--- config.mk ---
export PLATFORM = sky130hd
export DESIGN_NAME = lud_div_chain
export DESIGN_NICKNAME = d
export VERILOG_FILES = /design/src/lud_pkg.sv /design/src/lud_div_cell.sv /design/src/lud_div_chain.sv
export SDC_FILE = /design/constraint.sdc
export NUM_CORES = 2
export LEC_CHECK = 0
export ABC_CLOCK_PERIOD_IN_PS = 8250
export BUFFER_PORTS_ARGS = -buffer_cell sky130_fd_sc_hd__buf_2
export CAP_MARGIN = 20
export CORE_AREA = 2 2 527 424
export DETAILED_ROUTE_END_ITERATION = 8
export DIE_AREA = 0 0 529 426
export GPL_TIMING_DRIVEN = 0
export PLACE_DENSITY = 0.75
export SLEW_MARGIN = 20
export SYNTH_ARGS = -nofsm -noshare
export SYNTH_HDL_FRONTEND = slang
export SYNTH_SLANG_ARGS = --single-unit
--- constraint.sdc ---
create_clock -name clock -period 8.25 [get_ports clock]
set_input_delay 1.2375 -clock clock [delete_from_list [all_inputs] [get_ports clock]]
set_output_delay 1.2375 -clock clock [all_outputs]
set_load 0.1 [all_outputs]
--- src/lud_pkg.sv ---
// ----------------------------------------------------------------------------
// lud_pkg: shared types and constants for the lens undistortion block
// Beat payloads, status codes, register indexes, the divider stage record and
// the 32-bit saturation helper.
// ----------------------------------------------------------------------------
package lud_pkg;

   localparam int unsigned WORD_W    = 32;
   localparam int unsigned COEF_BITS = 24;
   localparam int unsigned PRE_SHIFT = WORD_W - COEF_BITS;
   localparam int unsigned DIV_STEPS = WORD_W;
   localparam int unsigned PASS_W    = 7;
   localparam int unsigned TOL_W     = 31;
   localparam int unsigned IDX_W     = 3;
   localparam int unsigned STAT_W    = 2;

   localparam logic [STAT_W-1:0] STAT_OK       = 2'd0;
   localparam logic [STAT_W-1:0] STAT_RESIDUAL = 2'd1;
   localparam logic [STAT_W-1:0] STAT_OVERFLOW = 2'd2;

   localparam logic [IDX_W-1:0] REG_K1         = 3'd0;
   localparam logic [IDX_W-1:0] REG_K2         = 3'd1;
   localparam logic [IDX_W-1:0] REG_K3         = 3'd2;
   localparam logic [IDX_W-1:0] REG_P1         = 3'd3;
   localparam logic [IDX_W-1:0] REG_P2         = 3'd4;
   localparam logic [IDX_W-1:0] REG_TOLERANCE  = 3'd5;
   localparam logic [IDX_W-1:0] REG_MAX_PASSES = 3'd6;

   localparam logic signed [63:0] SAT_MAX64 = 64'sd2147483647;
   localparam logic signed [63:0] SAT_MIN64 = -64'sd2147483648;
   localparam logic signed [31:0] SAT_MAX   = 32'sh7FFF_FFFF;
   localparam logic signed [31:0] SAT_MIN   = 32'sh8000_0000;

   typedef struct packed {
      logic signed [31:0] dist_x;
      logic signed [31:0] dist_y;
   } req_type;

   typedef struct packed {
      logic signed [31:0] undist_x;
      logic signed [31:0] undist_y;
      logic [STAT_W-1:0]  status;
      logic [PASS_W-1:0]  passes_used;
   } rsp_type;

   // One stage of the restoring divider: partial remainder, dividend bits not
   // yet consumed (quotient bits shift in from the bottom) and the divisor.
   typedef struct packed {
      logic        valid;
      logic [31:0] rem;
      logic [31:0] lo;
      logic [31:0] dvs;
   } div_stage_type;

   typedef struct packed {
      logic               ovf;
      logic signed [31:0] val;
   } sat_type;

   function automatic sat_type sat32(input logic signed [63:0] v);
      sat_type r;
      r.ovf = 1'b0;
      r.val = v[31:0];
      if (v > SAT_MAX64) begin
         r.ovf = 1'b1;
         r.val = SAT_MAX;
      end else if (v < SAT_MIN64) begin
         r.ovf = 1'b1;
         r.val = SAT_MIN;
      end
      return r;
   endfunction

endpackage

--- src/lud_div_cell.sv ---
// ----------------------------------------------------------------------------
// lud_div_cell: one restoring division step
// Shifts one dividend bit into the remainder, subtracts the divisor when it
// fits and registers the result for the next cell.
// ----------------------------------------------------------------------------
module lud_div_cell
   import lud_pkg::*;
(
   input  logic          clock,
   input  logic          reset,
   input  div_stage_type prev_stage,
   output div_stage_type next_stage
);

   div_stage_type stage_ff, stage_in;
   logic [32:0]   trial;
   logic [32:0]   diff;
   logic          take;

   always_comb begin
      trial = {prev_stage.rem, prev_stage.lo[31]};
      diff  = trial - {1'b0, prev_stage.dvs};
      take  = ~diff[32];
      stage_in.valid = prev_stage.valid;
      stage_in.dvs   = prev_stage.dvs;
      stage_in.rem   = take ? diff[31:0] : trial[31:0];
      stage_in.lo    = {prev_stage.lo[30:0], take};
   end

   always_ff @(posedge clock) begin
      if (reset) begin
         stage_ff.valid <= 1'b0;
      end else begin
         stage_ff.valid <= stage_in.valid;
      end
      stage_ff.rem <= stage_in.rem;
      stage_ff.lo  <= stage_in.lo;
      stage_ff.dvs <= stage_in.dvs;
   end

   assign next_stage = stage_ff;

endmodule

--- src/lud_div_chain.sv ---
// ----------------------------------------------------------------------------
// lud_div_chain: row of division cells
// One quotient bit per cell; a new division may enter every cycle and leaves
// the last cell with its 32-bit magnitude quotient.
// ----------------------------------------------------------------------------
module lud_div_chain
   import lud_pkg::*;
(
   input  logic          clock,
   input  logic          reset,
   input  div_stage_type head,
   output div_stage_type tail
);

   div_stage_type link [0:DIV_STEPS];

   assign link[0] = head;

   for (genvar g = 0; g < DIV_STEPS; g++) begin : g_cell
      lud_div_cell u_cell (
         .clock      (clock),
         .reset      (reset),
         .prev_stage (link[g]),
         .next_stage (link[g+1])
      );
   end

   assign tail = link[DIV_STEPS];

endmodule
Yosys cells after proc, flatten, opt, wreduce, memory -nomap -nowiden
Cells that the tools add are included.
- output and inout bits: 97
- input port bits: 99
- memory bits (read-only): 0
- RAM bits: 0
- bits in latches: 0
- memories: 0
- flip-flop bits (word level): 3104
- magnitude comparators: 0
- $add $sub $neg: 32
- reduce and logical (&&, ||, !) cells: 0
- bitwise gates (word level): 32
- mux-type cells: 32
- eq/ne operators: 0
- $mul: 0
- divide/modulo/power cells: 0
- shift-type cells: 0
- operators by type and width (cell ; number):
    33-bit by 32-bit subtractor with 33-bit output ; 32
    32-bit two-way mux ; 32
    1-bit NOT ; 32

Depth between registers and ports, before layout
- depth after elaboration: 2
- gate-level depth with buffers: 15
- depth with buffers taken out: 14

Modules after synthesis
From an unflattened synthesis, not the netlist that was laid out.
- cell total of the unflattened synthesis: 12896
- area, all modules: 137426.8 um^2
- modules (own cells, without submodules) (module ; sequential area each (um^2) ; times used ; area each (um^2) ; cells each):
    lud_div_cell at g_cell[22].u_cell ... ; 1941.9 ; 15 ; 4306.6 ; 403
    lud_div_cell at g_cell[0].u_cell ... ; 1941.9 ; 11 ; 4316.6 ; 403
    lud_div_cell at g_cell[10].u_cell ... ; 1941.9 ; 3 ; 4311.6 ; 403
    lud_div_cell at g_cell[30].u_cell ... ; 1941.9 ; 3 ; 4136.5 ; 403

Worst setup path before layout
No wires, ideal clock.
- kind: input port to flip-flop
- start: in head[6] in the netlist's numbering
- end: reg g_cell[0].u_cell.stage_ff (netlist bit g_cell[0].u_cell.next_stage[95])
- library setup time: 0.121 ns
- stages on the path: 12
- path slack: 4.175 ns
- path buffers: 0
- data arrival time: 3.954 ns
- cell sequence: inv_1 ha_1 a211o_1 o22ai_1 a21oi_1 a211oi_1 o31ai_1 a221o_1 a2111oi_1 o21ai_0 xor2_1 mux2_2
- RTL lines (what ; line ; text):
    start, declared ; lud_div_chain.sv:11 ; input div_stage_type head,
    end, declared ; lud_div_cell.sv:15 ; div_stage_type stage_ff, stage_in;

==> impl_summary.txt <==
----------------------------------------------------
[Outcome]
  Status ... finished clean

[Timing]
  Min Hold Slack ... 273 ps
  Achievable Freq ... 185 MHz
  Setup Viol. Count Final ... 0
  Final period util ... 65.5%
  Unrepaired setup endpoints after global routing ... false
  Worst slew slack as a fraction of its limit ... 18.8%
  Post-layout minimum cycle time ... 5410 ps
  Final Hold Fails ... 0
  Worst slew pin tran ... 1220 ps
  Max-slew violation total from the final report ... 0
  Worst setup skew after layout ... 68.9 ps
  Summed negative setup slack over all endpoints ... 0 ps

[Global route]
  Number of global-route vias before repair ... 88400
  Largest net degree at the start of global routing ... 18
  Global Route met2 Usage ... 42.7%
  Global routing met1 resource utilization ... 36.5%
  Remaining global-route overflow ... 0
  Peak-usage layer in the global routing report ... met2
  Global-route usage over all layers ... 26.6%
  Global-route wire length before repair ... 483 mm
  Antenna violations before repair ... 12
  Fraction of met3 tracks used by global routing ... 3.74%

[Routing]
  Average wire length per cell after detail routing ... 19.0 um
  # DRC ... 0
  First-pass iteration count of the detailed router ... 7
  Vias ... 90100
  DRT iter0 DRCs ... 6806
  Per-cell via count in the routed design ... 5.57
  Antenna Nets Post-Route ... 0
  Final wirelength ... 306 mm

[Clock network]
  Post-CTS Resized ... 0
  Clock Latency Late Sink ... 890 ps
  CTS Root Cell ... sky130_fd_sc_hd__clkbuf_16
  Number of sinks driven by the clock tree ... 3104
  Maximum level of the CTS H-tree ... 5
  Total setup buffers inserted after CTS ... 0
  Number of buffers inserted for hold repair after clock tree synthesis ... 0
  CTS clock-pin slew for the worst setup and hold paths ... 60 ps
  Clock tree from TritonCTS ... done
  Clk buf depth ... 4
  Num CTS Buffers ... 301

[Synth]
  Post-Synth XOR/XNOR Area ... 5.97%
  Count of flip-flops with a built-in enable after synthesis ... 0
  Arithmetic-cell share of the synthesized area counting full adders, half adders and majority gates ... 10.4%
  Syn nets ... 13700
  Synth Area in Compound Gates ... 14.8%
  Fraction of the yosys area taken by sequential cells ... 48.1%
  Leading cell types by total area after synthesis ... sky130_fd_sc_hd__dfxtp_1 48%, sky130_fd_sc_hd__ha_1 9.9%, sky130_fd_sc_hd__mux2_2 7.0%
  Share of cell area taken by muxes after synthesis ... 8.45%
  Most frequent cells after synthesis ... 3104 x sky130_fd_sc_hd__dfxtp_1, 1238 x sky130_fd_sc_hd__inv_1, 1024 x sky130_fd_sc_hd__ha_1, 884 x sky130_fd_sc_hd__a21oi_1, 805 x sky130_fd_sc_hd__mux2_2
  Cell Area, Synth ... 129000 um^2
  Average footprint of a synthesized cell ... 10.3 um^2
  Number of warnings printed during yosys synthesis ... 0
  Number of unique standard cell types used by synthesis ... 102
  Simple logic cell fraction of the synthesized area ... 7.74%
  Most used flip-flop cell after synthesis ... sky130_fd_sc_hd__dfxtp_1
  Most instantiated library cell after synthesis ... sky130_fd_sc_hd__dfxtp_1
  Async SR Flop Fraction ... 0%
  Largest family of logic cells by synthesized area ... compound AO/OA/AOI/OAI gates
  Library cell occupying the most area in the post-synthesis netlist ... sky130_fd_sc_hd__dfxtp_1
  #FFs+latches synth ... 3104
  Proportion of netlist area held by the largest area contributor ... 48.1%
  Cells after synthesis ... 12500

[Setup path]
  Beginning of the critical path ... g_cell[3].u_cell.next_stage[63]
  Crit path depth ... 15
  Worst path buffer plus inverter count ... 3
  Setup slack, reg-to-reg ... 2840 ps
  FF-to-FF Start ... g_cell[3].u_cell.next_stage[63]
  Capture point of the worst path ... g_cell[4].u_cell.next_stage[71]
  Largest fanout on the critical path ... 10
  Logic depth of the worst register-to-register path ... 15
  Type of element launching the critical path ... flip-flop
  CP Capture Type ... flip-flop
  Series of cell instances along the critical path ... inv_1, ha_1, fa_1, nor2b_1, o21a_1, nor3_1, nor3_1, o21ai_0, a21o_1, a41oi_1, xor2_1, clkbuf_1, clkbuf_1, nor2_1, a21oi_1
  Category of cells accounting for the largest share of critical-path delay ... buffers and inverters
  Highest-delay cell along the critical path ... sky130_fd_sc_hd__clkbuf_1
  Category of the critical setup timing path ... reg -> reg
  FF-to-FF End ... g_cell[4].u_cell.next_stage[71]
  Worst Path Required ... 9000 ps
  CP Data Arrival Time ... 6160 ps
  Crit path largest cell delay ... 810 ps

[Place]
  Placed instance area ... 134000 um^2
  IO Port Bufs ... 195
  Weighted congestion at the end of routability-driven global placement ... 0.957
  Post-DP HPWL ... 236 mm

[Final layout]
  Area added between synthesis and finish ... 11.5%
  Count of nets after finishing ... 14200
  Area of combinational cells with multiple inputs ... 61300 um^2
  Core occupancy in the finished layout ... 65.6%
  Fillers ... 17100
  Share of final-layout standard cells stronger than drive strength 1 ... 12.9%
  Final cell area excluding filler cells ... 144000 um^2
  Register cell area after layout ... 62100 um^2
  Number of flip-flops under the largest register name ... 3104

[Die]
  Die Height ... 426 um
  Core Rows ... 154
  Number of primary I/O pins ... 196
  Initial Util ... 58.9%
  Die outline width ... 529 um
  Placeable Area ... 220000 um^2
  Die Outline Area ... 225000 um^2

[Run]
  Max Cap Violations ... 0

[Hold path]
  Tightest Hold Check Type ... reg -> reg

----------------------------------------------------
[cell type report]
cell class	count	area share, %
Antenna cell	4	0.00694
Buffer	303	0.889
Clock buffer	403	5.90
Clock inverter	124	1.17
Inverter	1239	3.23
Multi-Input combinational cell	7901	42.5
Sequential cell	3104	43.1
Tap cell	2886	2.50
Timing Repair Buffer	196	0.682
[kinds of logic after synthesis]
logic type | after synthesis
and+or+nand+nor | 2052
DFF | 3104
AOI/OAI and AO/OA | 2954
adders and majority gates | 1056
buffers and inverters | 1542
xor gates and xnor gates | 876
muxes | 963
[worst min-delay path by stage]
stage | from | endpoint | slack, ps | cells past startpoint
after floorplan | g_cell[9].u_cell.next_stage[32] | g_cell[10].u_cell.next_stage[33] | 310 | 0
after global placement | g_cell[3].u_cell.next_stage[45] | g_cell[4].u_cell.next_stage[46] | 310 | 0
after detailed placement | g_cell[30].u_cell.next_stage[50] | g_cell[31].u_cell.next_stage[51] | 310 | 0
after CTS | g_cell[13].u_cell.next_stage[34] | g_cell[14].u_cell.next_stage[35] | 270 | 0
after global routing | g_cell[13].u_cell.next_stage[34] | g_cell[14].u_cell.next_stage[35] | 270 | 0
final | g_cell[8].u_cell.next_stage[32] | g_cell[9].u_cell.next_stage[33] | 270 | 0
[worst register-to-register path, cell delays in order (launching register included)]
cell	delay, ps
sky130_fd_sc_hd__dfxtp_1	370
sky130_fd_sc_hd__inv_1	60
sky130_fd_sc_hd__ha_1	210
sky130_fd_sc_hd__fa_1	420
sky130_fd_sc_hd__nor2b_1	210
sky130_fd_sc_hd__o21a_1	200
sky130_fd_sc_hd__nor3_1	130
sky130_fd_sc_hd__nor3_1	520
sky130_fd_sc_hd__o21ai_0	320
sky130_fd_sc_hd__a21o_1	290
sky130_fd_sc_hd__a41oi_1	230
sky130_fd_sc_hd__xor2_1	460
sky130_fd_sc_hd__clkbuf_1	810
sky130_fd_sc_hd__clkbuf_1	800
sky130_fd_sc_hd__nor2_1	90
sky130_fd_sc_hd__a21oi_1	160
[routing by layer]
layer  up-vias  wire (um)
li1      44600          -
met1     42400     142000
met2      2457     136000
met3       596      16800
met4         2      10900
met5         -         13
[cells in the final DEF, fill, tap and decap left out, types with 113 or more instances in the layout]
master,n
sky130_fd_sc_hd__buf_2,259
sky130_fd_sc_hd__nor2_1,541
sky130_fd_sc_hd__inv_1,1238
sky130_fd_sc_hd__nand3_1,155
sky130_fd_sc_hd__xnor2_1,573
sky130_fd_sc_hd__nand4_1,128
sky130_fd_sc_hd__clkbuf_16,304
sky130_fd_sc_hd__nor2b_1,166
sky130_fd_sc_hd__xor2_1,288
sky130_fd_sc_hd__o21ai_0,546
sky130_fd_sc_hd__o21a_1,165
sky130_fd_sc_hd__a21oi_1,884
sky130_fd_sc_hd__clkbuf_1,260
sky130_fd_sc_hd__dfxtp_1,3104
sky130_fd_sc_hd__nand2b_1,113
sky130_fd_sc_hd__mux2_2,805
sky130_fd_sc_hd__nand2_1,546
sky130_fd_sc_hd__a21o_1,484
sky130_fd_sc_hd__ha_1,1024
[stage by stage]
step                std cells  worst slack, ps
global placement        15600             2760
detailed placement      15600             3060
CTS                     16200             2950
global route            16200             2660
finish                  16200             2840
floorplan               12500             4180
Power is not shown: default switching activity piles up to over one toggle a cycle in this logic, so the estimate is an artifact.
